[src/sv/tlmc_pkg.sv]
`default_nettype none
package tlmc_pkg;

  localparam int DUR_W   = 16;
  localparam int LEVEL_W = 10;
  localparam int DUTY_W  = 8;
  localparam int CFG_IDX_W = 2;

  localparam logic [1:0] MODE_NORMAL = 2'd0;
  localparam logic [1:0] MODE_EMERG  = 2'd1;
  localparam logic [1:0] MODE_BLINK  = 2'd2;
  localparam logic [1:0] MODE_OFF    = 2'd3;

  localparam logic [2:0] REQ_TICK  = 3'd0;
  localparam logic [2:0] REQ_EMERG = 3'd1;
  localparam logic [2:0] REQ_BLINK = 3'd2;
  localparam logic [2:0] REQ_POWER = 3'd3;
  localparam logic [2:0] REQ_SET   = 3'd4;

  localparam logic [CFG_IDX_W-1:0] CFG_RED    = 2'd0;
  localparam logic [CFG_IDX_W-1:0] CFG_YELLOW = 2'd1;
  localparam logic [CFG_IDX_W-1:0] CFG_GREEN  = 2'd2;

  localparam logic [DUR_W-1:0] RED_RST    = 16'd2000;
  localparam logic [DUR_W-1:0] YELLOW_RST = 16'd500;
  localparam logic [DUR_W-1:0] GREEN_RST  = 16'd2000;

  localparam logic [DUR_W-1:0] FLASH_TICKS   = 16'd300;
  localparam logic [DUR_W-1:0] BLINK_TICKS   = 16'd500;
  localparam logic [2:0]       FLASH_TOGGLES = 3'd6;

  typedef struct packed {
    logic [2:0]         req_type;
    logic [1:0]         wanted_mode;
    logic [LEVEL_W-1:0] level;
  } tlmc_in_t;

  typedef struct packed {
    logic [DUTY_W-1:0] red_duty;
    logic [DUTY_W-1:0] yellow_duty;
    logic [DUTY_W-1:0] green_duty;
    logic [1:0]        mode_now;
  } tlmc_out_t;

  // level*255/1023: p = q0*1024 + lo = q0*1023 + (q0 + lo), remainder stays below 2*1023
  function automatic logic [DUTY_W-1:0] duty_of(input logic [LEVEL_W-1:0] lvl);
    logic [17:0]       prod;
    logic [DUTY_W-1:0] q0;
    logic [10:0]       rem;
    prod = 18'(lvl) * 18'd255;
    q0   = prod[17:10];
    rem  = {1'b0, prod[9:0]} + 11'(q0);
    return (rem >= 11'd1023) ? q0 + 8'd1 : q0;
  endfunction

endpackage
`default_nettype wire

[src/sv/traffic_light_mode_controller.sv]
// channel | ports                                 | moves
// input   | in_valid, in_stall, in_word           | one event word: request, mode, level
// result  | out_valid, out_stall, out_word        | one lamp/mode word per event
// config  | cfg_we, cfg_idx, cfg_wdata            | phase durations, index 0..2
//
// one event per clock while in_stall is low: the whole update is one combinational
// pass from the state registers into the output register (or the skid word below)
// a second word register behind the output takes one event while out_stall holds;
// in_stall rises only when both are full
// rst_n is synchronous: normal mode, red phase, all lamps dark, default durations
`default_nettype none
module traffic_light_mode_controller #(
  parameter int TIMER_WIDTH = 16
) (
  input  wire                                   clk,
  input  wire                                   rst_n,
  input  wire                                   in_valid,
  output logic                                  in_stall,
  input  tlmc_pkg::tlmc_in_t                    in_word,
  output logic                                  out_valid,
  input  wire                                   out_stall,
  output tlmc_pkg::tlmc_out_t                   out_word,
  input  wire                                   cfg_we,
  input  wire [tlmc_pkg::CFG_IDX_W-1:0]         cfg_idx,
  input  wire [tlmc_pkg::DUR_W-1:0]             cfg_wdata
);
  import tlmc_pkg::*;

  localparam int CMP_W = (TIMER_WIDTH > DUR_W) ? TIMER_WIDTH : DUR_W;
  localparam logic [CMP_W-1:0] TMAX_X = CMP_W'({TIMER_WIDTH{1'b1}});

  typedef enum logic [2:0] {
    PH_RED, PH_YEL1, PH_GRN, PH_FLASH, PH_YEL2
  } phase_t;

  function automatic logic [TIMER_WIDTH-1:0] sat_dur(input logic [DUR_W-1:0] d);
    logic [CMP_W-1:0] dx;
    dx = CMP_W'(d);
    if (dx > TMAX_X) dx = TMAX_X;
    if (dx == '0) dx = CMP_W'(1);
    return TIMER_WIDTH'(dx);
  endfunction

  logic [DUR_W-1:0]       red_time_r, yellow_time_r, green_time_r;
  logic [1:0]             mode_r, mode_nxt;
  phase_t                 phase_r, phase_nxt;
  logic [TIMER_WIDTH-1:0] timer_r, timer_nxt;
  logic [2:0]             fcnt_r, fcnt_nxt;
  logic                   fon_r, fon_nxt;
  logic [DUTY_W-1:0]      red_r, red_nxt, yel_r, yel_nxt, grn_r, grn_nxt;

  logic                   out_valid_r, skid_valid_r;
  tlmc_out_t              out_word_r, skid_word_r, res_word;

  logic                   in_acc, out_take;
  logic [DUTY_W-1:0]      duty;
  logic [DUR_W-1:0]       dur_sel;
  logic [TIMER_WIDTH-1:0] tmr_inc;
  logic                   hit;
  logic [2:0]             fcnt_inc;
  logic                   enter_en;
  logic [1:0]             enter_m;
  logic [DUTY_W-1:0]      blink_d;

  assign in_stall  = skid_valid_r;
  assign in_acc    = in_valid && !in_stall;
  assign out_valid = out_valid_r;
  assign out_word  = out_word_r;
  assign out_take  = out_valid_r && !out_stall;

  assign duty     = duty_of(in_word.level);
  assign tmr_inc  = timer_r + TIMER_WIDTH'(1);
  assign fcnt_inc = fcnt_r + 3'd1;

  always_comb begin
    if (mode_r == MODE_NORMAL) begin
      case (phase_r)
        PH_YEL1, PH_YEL2: dur_sel = yellow_time_r;
        PH_GRN:           dur_sel = green_time_r;
        PH_FLASH:         dur_sel = FLASH_TICKS;
        default:          dur_sel = red_time_r;
      endcase
    end else begin
      dur_sel = BLINK_TICKS;
    end
  end

  assign hit     = (tmr_inc >= sat_dur(dur_sel));
  assign blink_d = fon_r ? '0 : duty;

  always_comb begin
    mode_nxt  = mode_r;
    phase_nxt = phase_r;
    timer_nxt = timer_r;
    fcnt_nxt  = fcnt_r;
    fon_nxt   = fon_r;
    red_nxt   = red_r;
    yel_nxt   = yel_r;
    grn_nxt   = grn_r;
    enter_en  = 1'b0;
    enter_m   = MODE_NORMAL;

    case (in_word.req_type)
      REQ_TICK: begin
        case (mode_r)
          MODE_NORMAL: begin
            timer_nxt = hit ? '0 : tmr_inc;
            case (phase_r)
              PH_YEL1: begin
                if (hit) begin
                  red_nxt   = '0;
                  yel_nxt   = '0;
                  grn_nxt   = duty;
                  phase_nxt = PH_GRN;
                end
              end
              PH_GRN: begin
                if (hit) begin
                  red_nxt   = '0;
                  yel_nxt   = '0;
                  grn_nxt   = '0;
                  fon_nxt   = 1'b0;
                  fcnt_nxt  = '0;
                  phase_nxt = PH_FLASH;
                end
              end
              PH_FLASH: begin
                if (hit) begin
                  fon_nxt  = !fon_r;
                  grn_nxt  = blink_d;
                  fcnt_nxt = fcnt_inc;
                  // six toggles done, on to the second yellow
                  if (fcnt_inc >= FLASH_TOGGLES) begin
                    red_nxt   = '0;
                    grn_nxt   = '0;
                    fon_nxt   = 1'b0;
                    fcnt_nxt  = '0;
                    yel_nxt   = duty;
                    phase_nxt = PH_YEL2;
                  end
                end
              end
              PH_YEL2: begin
                if (hit) begin
                  red_nxt   = duty;
                  yel_nxt   = '0;
                  grn_nxt   = '0;
                  phase_nxt = PH_RED;
                end
              end
              default: begin
                phase_nxt = PH_RED;
                if (hit) begin
                  red_nxt   = '0;
                  yel_nxt   = duty;
                  grn_nxt   = '0;
                  phase_nxt = PH_YEL1;
                end
              end
            endcase
          end
          MODE_EMERG, MODE_BLINK: begin
            timer_nxt = hit ? '0 : tmr_inc;
            if (hit) begin
              fon_nxt = !fon_r;
              red_nxt = blink_d;
              yel_nxt = (mode_r == MODE_BLINK) ? blink_d : '0;
              grn_nxt = (mode_r == MODE_BLINK) ? blink_d : '0;
            end
          end
          default: begin
            red_nxt = '0;
            yel_nxt = '0;
            grn_nxt = '0;
          end
        endcase
      end
      REQ_EMERG: begin
        enter_en = 1'b1;
        enter_m  = (mode_r == MODE_EMERG) ? MODE_NORMAL : MODE_EMERG;
      end
      REQ_BLINK: begin
        enter_en = 1'b1;
        enter_m  = (mode_r == MODE_BLINK) ? MODE_NORMAL : MODE_BLINK;
      end
      REQ_POWER: begin
        enter_en = 1'b1;
        enter_m  = (mode_r == MODE_OFF) ? MODE_NORMAL : MODE_OFF;
      end
      REQ_SET: begin
        enter_en = (in_word.wanted_mode != mode_r);
        enter_m  = in_word.wanted_mode;
      end
      default: begin
      end
    endcase

    // mode entry restarts everything at red
    if (enter_en) begin
      mode_nxt  = enter_m;
      phase_nxt = PH_RED;
      timer_nxt = '0;
      fcnt_nxt  = '0;
      fon_nxt   = 1'b0;
      red_nxt   = (enter_m == MODE_NORMAL) ? duty : '0;
      yel_nxt   = '0;
      grn_nxt   = '0;
    end
  end

  always_comb begin
    res_word.red_duty    = red_nxt;
    res_word.yellow_duty = yel_nxt;
    res_word.green_duty  = grn_nxt;
    res_word.mode_now    = mode_nxt;
  end

  always_ff @(posedge clk) begin
    if (!rst_n) begin
      red_time_r    <= RED_RST;
      yellow_time_r <= YELLOW_RST;
      green_time_r  <= GREEN_RST;
      mode_r        <= MODE_NORMAL;
      phase_r       <= PH_RED;
      timer_r       <= '0;
      fcnt_r        <= '0;
      fon_r         <= 1'b0;
      red_r         <= '0;
      yel_r         <= '0;
      grn_r         <= '0;
      out_valid_r   <= 1'b0;
      skid_valid_r  <= 1'b0;
    end else begin
      if (cfg_we) begin
        case (cfg_idx)
          CFG_RED:    red_time_r    <= cfg_wdata;
          CFG_YELLOW: yellow_time_r <= cfg_wdata;
          CFG_GREEN:  green_time_r  <= cfg_wdata;
          default: begin
          end
        endcase
      end

      if (in_acc) begin
        mode_r  <= mode_nxt;
        phase_r <= phase_nxt;
        timer_r <= timer_nxt;
        fcnt_r  <= fcnt_nxt;
        fon_r   <= fon_nxt;
        red_r   <= red_nxt;
        yel_r   <= yel_nxt;
        grn_r   <= grn_nxt;
      end

      // output word register with one skid word behind it
      if (out_take || !out_valid_r) begin
        if (skid_valid_r) begin
          out_word_r   <= skid_word_r;
          out_valid_r  <= 1'b1;
          skid_valid_r <= 1'b0;
        end else if (in_acc) begin
          out_word_r  <= res_word;
          out_valid_r <= 1'b1;
        end else begin
          out_valid_r <= 1'b0;
        end
      end else if (in_acc) begin
        skid_word_r  <= res_word;
        skid_valid_r <= 1'b1;
      end
    end
  end

endmodule
`default_nettype wire

[config.mk]
export PLATFORM = sky130hd
export DESIGN_NAME = traffic_light_mode_controller
export DESIGN_NICKNAME = d
export VERILOG_FILES = /design/src/sv/tlmc_pkg.sv /design/src/sv/traffic_light_mode_controller.sv
export SDC_FILE = /design/constraint.sdc
export NUM_CORES = 1
export LEC_CHECK = 0
export ABC_CLOCK_PERIOD_IN_PS = 10550
export BUFFER_PORTS_ARGS = -buffer_cell sky130_fd_sc_hd__buf_2
export CAP_MARGIN = 5
export CORE_ASPECT_RATIO = 0.9
export CORE_MARGIN = 5
export CORE_UTILIZATION = 30
export CTS_BUF_LIST = sky130_fd_sc_hd__clkbuf_16
export CTS_CLUSTER_DIAMETER = 100
export CTS_CLUSTER_SIZE = 14
export DETAILED_ROUTE_END_ITERATION = 12
export PLACE_DENSITY = 0.54
export SETUP_SLACK_MARGIN = 0.2
export SLEW_MARGIN = 20
export SYNTH_ARGS = -nofsm -noshare
export SYNTH_HDL_FRONTEND = slang
export SYNTH_SLANG_ARGS = --single-unit
[constraint.sdc]
create_clock -name clk -period 10.55 [get_ports clk]
set_input_delay 1.055 -clock clk [delete_from_list [all_inputs] [get_ports clk]]
set_output_delay 1.055 -clock clk [all_outputs]
set_load 0.1 [all_outputs]
== After elaboration in Yosys (flattened, before gate mapping) ==
Index checks and enable logic that the tools add are counted.
Word-level totals
  register bits: 151
  bits of input ports: 38
  output and inout port bits: 28
  word-level logic and storage cells: 161
Cells by class
  add/subtract/negate cells: 4
  multiply operators: 1
  $lt $le $gt $ge: 4
  equality and inequality tests: 23
  muxes and demuxes: 73
  bitwise logic cells: 2
  reductions and logical operators: 33
Operators by type and width (count)
  $mux 8: 25
  $mux 16: 7
  $pmux 8 s2: 6
  $mux 26: 2
  $pmux 16 s3: 1
  $mux 3: 13
  $mul 10x8->18 const B: 1
  $ne 3x3->1 const B: 6
  $add 16x1->16 const B: 1
  $ge 16x16->1: 1
  $gt 16x16->1 const B: 1
  $logic_not 16->1: 1
  $eq 3x2->1 const B: 4
  $pmux 3 s4: 1
  $add 10x8->11: 1
  $ge 11x10->1 const B: 1
  $mux 1: 10
  $reduce_and 3->1: 3
  $reduce_or 3->1: 3
  $add 8x1->8 const B: 1
  $ne 4x4->1 const B: 2
  $pmux 2 s4: 1
  $reduce_and 8->1: 1
  $reduce_bool 2->1: 4
  other kinds (22): 43

== Longest topological paths before layout ==
  depth after elaboration: 16
  gate-level depth with buffers: 26
  gate-level depth less buffers: 25

== Worst setup path before layout ==
OpenSTA, ideal clock, no wires.
  path kind: input -> register
  start: input in_word[3] (netlist bit)
  end: register out_word_r (netlist bit out_word[24]), data pin
  setup time: 0.255 ns
  arrival time: 7.581 ns
  required time: 10.295 ns
  path slack: 2.714 ns
  cell stages on the path: 24
  buffers on the path: 0
  path through: inv_1 fa_1 inv_1 fa_1 fa_1 inv_1 fa_1 inv_1 ha_1 a21o_1 a31o_2 o2111a_1 a221oi_1 inv_1 ha_1 a211oi_1 or4_1 o2111ai_1 nand3_1 a2111oi_4 o211ai_1 xnor2_2 a2111o_1 a31o_1
On the way
  longest elaborated chain between the ends: 11
  elaborated cells on any way between the ends: 15
  classes of those cells: 2 x add/sub; 1 x mul; 1 x order compare; 11 x mux
RTL lines
  start, declared: line traffic_light_mode_controller.sv:19  | input tlmc_pkg::tlmc_in_t in_word,
  $mul 10x8->18 (*): line tlmc_pkg.sv:50  | prod = 18'(lvl) * 18'd255;
  $add 10x8->11: line tlmc_pkg.sv:52  | rem = {1'b0, prod[9:0]} + 11'(q0);
  $ge 11x10->1: line tlmc_pkg.sv:53  | return (rem >= 11'd1023) ? q0 + 8'd1 : q0;
  $mux 8 (*): line tlmc_pkg.sv:53
  $mux 8 (on tied branches): line traffic_light_mode_controller.sv:144, traffic_light_mode_controller.sv:89
  $pmux 8 s2 or $mux 8 (tied branches): line traffic_light_mode_controller.sv:108, traffic_light_mode_controller.sv:164
  $pmux 8 s2: line traffic_light_mode_controller.sv:105  | case (mode_r)
  $mux 8: line traffic_light_mode_controller.sv:103  | case (in_word.req_type)
  $mux 8 (*): line traffic_light_mode_controller.sv:199  | if (enter_en) begin
  $mux 26 (*): line traffic_light_mode_controller.sv:261  | end else if (in_acc) begin
  $mux 26 (*): line traffic_light_mode_controller.sv:257  | if (skid_valid_r) begin
  end signal, assigned: line traffic_light_mode_controller.sv:258  | out_word_r <= skid_word_r;
  end signal, assigned: line traffic_light_mode_controller.sv:262  | out_word_r <= res_word;
  end, declared: line traffic_light_mode_controller.sv:53  | tlmc_out_t out_word_r, skid_word_r, res_word;
Every way passes the cells marked *; elsewhere a longest branch is shown, timed or not. The select of a mux whose other input is x is not followed.
A chain may end at the register's enable or synchronous reset.

== Worst setup path after layout ==
  start: input in_word[3] (netlist bit)
  end: register out_word_r (netlist bit out_word[25]), data pin
On the way
  longest elaborated chain between the ends: 11
  elaborated cells on any way between the ends: 15
  classes of those cells: 2 x add/sub; 1 x mul; 1 x order compare; 11 x mux
RTL lines
  $mul 10x8->18 (*): line tlmc_pkg.sv:50
  $add 10x8->11: line tlmc_pkg.sv:52
  $ge 11x10->1: line tlmc_pkg.sv:53
  $mux 8 (*): line tlmc_pkg.sv:53
  $mux 8 (on tied branches): line traffic_light_mode_controller.sv:144, traffic_light_mode_controller.sv:89
  $pmux 8 s2 or $mux 8 (tied branches): line traffic_light_mode_controller.sv:108, traffic_light_mode_controller.sv:164
  $pmux 8 s2: line traffic_light_mode_controller.sv:105
  $mux 8: line traffic_light_mode_controller.sv:103
  $mux 8 (*): line traffic_light_mode_controller.sv:199
  via red_nxt[7]: line traffic_light_mode_controller.sv:50  | logic [DUTY_W-1:0] red_r, red_nxt, yel_r, yel_nxt, grn_r, grn_nxt;
  $mux 26 (*): line traffic_light_mode_controller.sv:261
  $mux 26 (*): line traffic_light_mode_controller.sv:257
The timed path passes the listed nets; every way through them passes the cells marked *. The select of a mux whose other input is x is not followed.

==> flow_summary.ini <==
[synthesis]
synth_cell_types = 77
ys_seq_area_share_pct = 33.2
muxShareOfSynthArea_pct = 2.96
yosysTopAreaCellShare_pct = 18.5
synth-adder-area-share_pct = 16.0
synthArstFlopShare_pct = 0
synth_area_leaders = dfxtp_1, edfxtp_1, ha_1
synth_area_um2 = 10700
synth-xor-area-share_pct = 3.71
syn_area_per_cell_um2 = 8.56
synth_fp_nets = 1397
synth_largest_area_cell = dfxtp_1
ys_seq_elements = 151
synth_simple_gate_area_share_pct = 16.9
synth-edff-count = 52
yosys_warnings = 0
synth_compound_gate_area_share_pct = 21.4
ys.flop_type = dfxtp_1
synthCells = 1248
synth_top_family_by_area = compound AO/OA/AOI/OAI gates

[finish]
final_cell_mix = nand2_1, inv_1, dfxtp_1
syn2layout_area_growth_pct = 13.4
final_common_cell = nand2_1
antenna-diode-count = 0
drive_gt1_share_pct = 11.9
fin_cells = 1774
regArea_um2 = 3540
fin_area_um2 = 12100
fillers = 3735
multi_input_area_um2 = 6540
layout.nets = 1441

[sta]
hold-worst-slack_ns = 0.458
fin_worst_skew_ns = 0.0185
period_needed_ns = 8.25
worst_slew_pin_slew_ns = 1.08
setup_slack_ns = 2.30
final-setup-viol-count = 0
setup_tns_ns = 0
finalHoldViolations = 0
slew_headroom_pct = 27.4
maxSlewViolCount = 0
fmax_mhz = 121
finalCritPeriodShare_pct = 78.2
grt_setup_unrepaired = false

[power]
power_density_nw_per_um2 = 308
vdd_ir_drop_max_uv = 215
p_leak_nw = 4.98

[floorplan]
coreArea_um2 = 35100
die_height_um = 189
start_util_pct = 30.4
num_io_pins = 66
die_w_um = 209
die_area_um2 = 39500
core.rowCount = 65

[global_route]
antenna_found_initial = 1
grt_max_degree = 66
gr-usage-all-layers_pct = 14.8
first_global_vias = 8952
grt_pass1_wl_um = 48300
grt_overflow = 0

[placement]
dp.cells = 1742
gp_congestion = 0.861
dp_hpwl_um = 21400
dpl_cell_area_um2 = 11500
port-buffer-count = 65
dp_slack_ns = 1.88

[cts]
cts-root-buf = clkbuf_16
worstSkewPairLatency_ns = 0.44
cts_resized = 0
cts_hold_buffers = 0
htree_levels = 4
post_cts_buffers = 0
cts_tree = yes
cts_buffer_depth = 2
numClockSinks = 151
clk_pin_slew_ns = 0.08
cts_buffers = 17

[routing]
wl_um = 29600
dr_total_vias = 9176
drc = 0
firstDrtPassIters = 5
ant_nets = 0
drt-initial-drc-count = 688
wl_per_cell_um = 16.7
viasPerCell = 5.17

[worst_setup_path]
path_max_fanout = 10
cp-startpoint = in_word[3]
cp-endpoint = out_word[25]
r2r_slack_ns = 4.72
crit_required_ns = 10.74
r2r-start = mode_r[1]
critPathLaunchType = primary input
path_class = in2reg
rr_endpoint = out_word[25]
r2r_cells = 20
arrival_ns = 8.43
cp-end-kind = flop

[status]
outcome = completed

[min_path]
hold_path_class = reg2reg

[job]
drv_cap = 0
## sequential cells by signal (all words and copies together), names as in the netlist
name           count
green_time_r      16
red_r              8
fcnt_r             3
yellow_time_r     16
yel_r              8
phase_r            3
fon_r              1
timer_r           16
grn_r              8
out_word          26
out_valid          1
skid_word_r       26
mode_r             2
red_time_r        16
in_stall           1
## cells by family (layout without fill, tap and decap cells)
family                   Yosys count  count (layout)
adder cells (fa/ha/maj)          112             112
flip-flops                       151             151
AND/OR/NAND/NOR                  400             400
AO/OA/AOI/OAI                    348             348
multiplexers                      29              29
buffers and inverters            167             224
XOR/XNOR                          41              41
## Yosys cell counts (all sizes together) (6+ instances only)
cell    count
mux2       18
xor2       16
nor4        8
and3       11
o21ai      89
a31oi      12
nand2b      7
a221oi      6
a21oi      90
mux2i      11
dfxtp      99
o22a       10
nor3b       9
o22ai      10
nand3      47
nand4       7
xnor2      25
a22o       11
nand2     166
a211oi     12
a21o       14
nor3       22
o211ai     13
clkbuf     52
nor2       92
o31ai       7
edfxtp     52
ha         70
fa         41
inv       108
a22oi      16
## stage by stage
step / utilization (%) / power (W)
after floorplan: - / 0.00257
after global placement: 32.8 / 0.00308
after detailed placement: 32.8 / 0.00311
after CTS: 34.5 / 0.00373
after global routing: 34.5 / 0.00404
final: 34.5 / 0.00373
## critical path, stage by stage
cell and delay [ns]:
buf_2 0.11, inv_1 0.11, fa_1 0.60, inv_1 0.08, fa_1 0.50, fa_1 0.54
inv_1 0.05, fa_1 0.52, inv_1 0.04, ha_1 0.37, a21o_1 0.25, a31o_2 0.26
o2111a_1 0.22, a221oi_1 0.37, inv_1 0.21, ha_1 0.39, o21ai_0 0.28, o21ai_0 0.12
a221oi_1 0.40, o21ai_1 0.15, a2111oi_4 0.60, o2111ai_1 0.18, xor2_1 0.48, o22ai_1 0.22
mux2_2 0.31
## report_power, final
part	switching [W]	total (W)	internal (W)
logic	0.00155	0.00246	0.000906
registers	0.0000173	0.000669	0.000652
clock network	0.000286	0.000602	0.000316
total	0.00185	0.00373	0.00187
## cell type report
| cell class | instances | area share [%] |
|---|---|---|
| flip-flops and latches | 151 | 29.3 |
| repair buffers | 82 | 3.74 |
| clock buffers | 17 | 3.51 |
| multi-input cells | 930 | 54.0 |
| clock inverters | 15 | 1.27 |
| well taps | 469 | 4.84 |
| inverters | 110 | 3.41 |
## routing by layer
metal	GRT usage [%]	up-vias	wire, µm
li1	-	4534	-
met2	23.8	204	13500
met4	3.64	2	362
met5	0	-	20
met1	21.1	4412	14400
met3	2.25	24	1280
## worst min path at each step
stage	start	slack (ns)	depth (start not counted)	endpoint
floorplan	yel_r[1]	0.43	2	yel_r[1]
finish	green_time_r[13]	0.46	2	green_time_r[13]
global route	yel_r[1]	0.47	2	yel_r[1]
detailed placement	green_time_r[13]	0.45	2	green_time_r[13]
CTS	grn_r[7]	0.46	2	grn_r[7]
global placement	grn_r[7]	0.44	2	grn_r[7]
No activity file was read; power rests on OpenSTA's default activity.
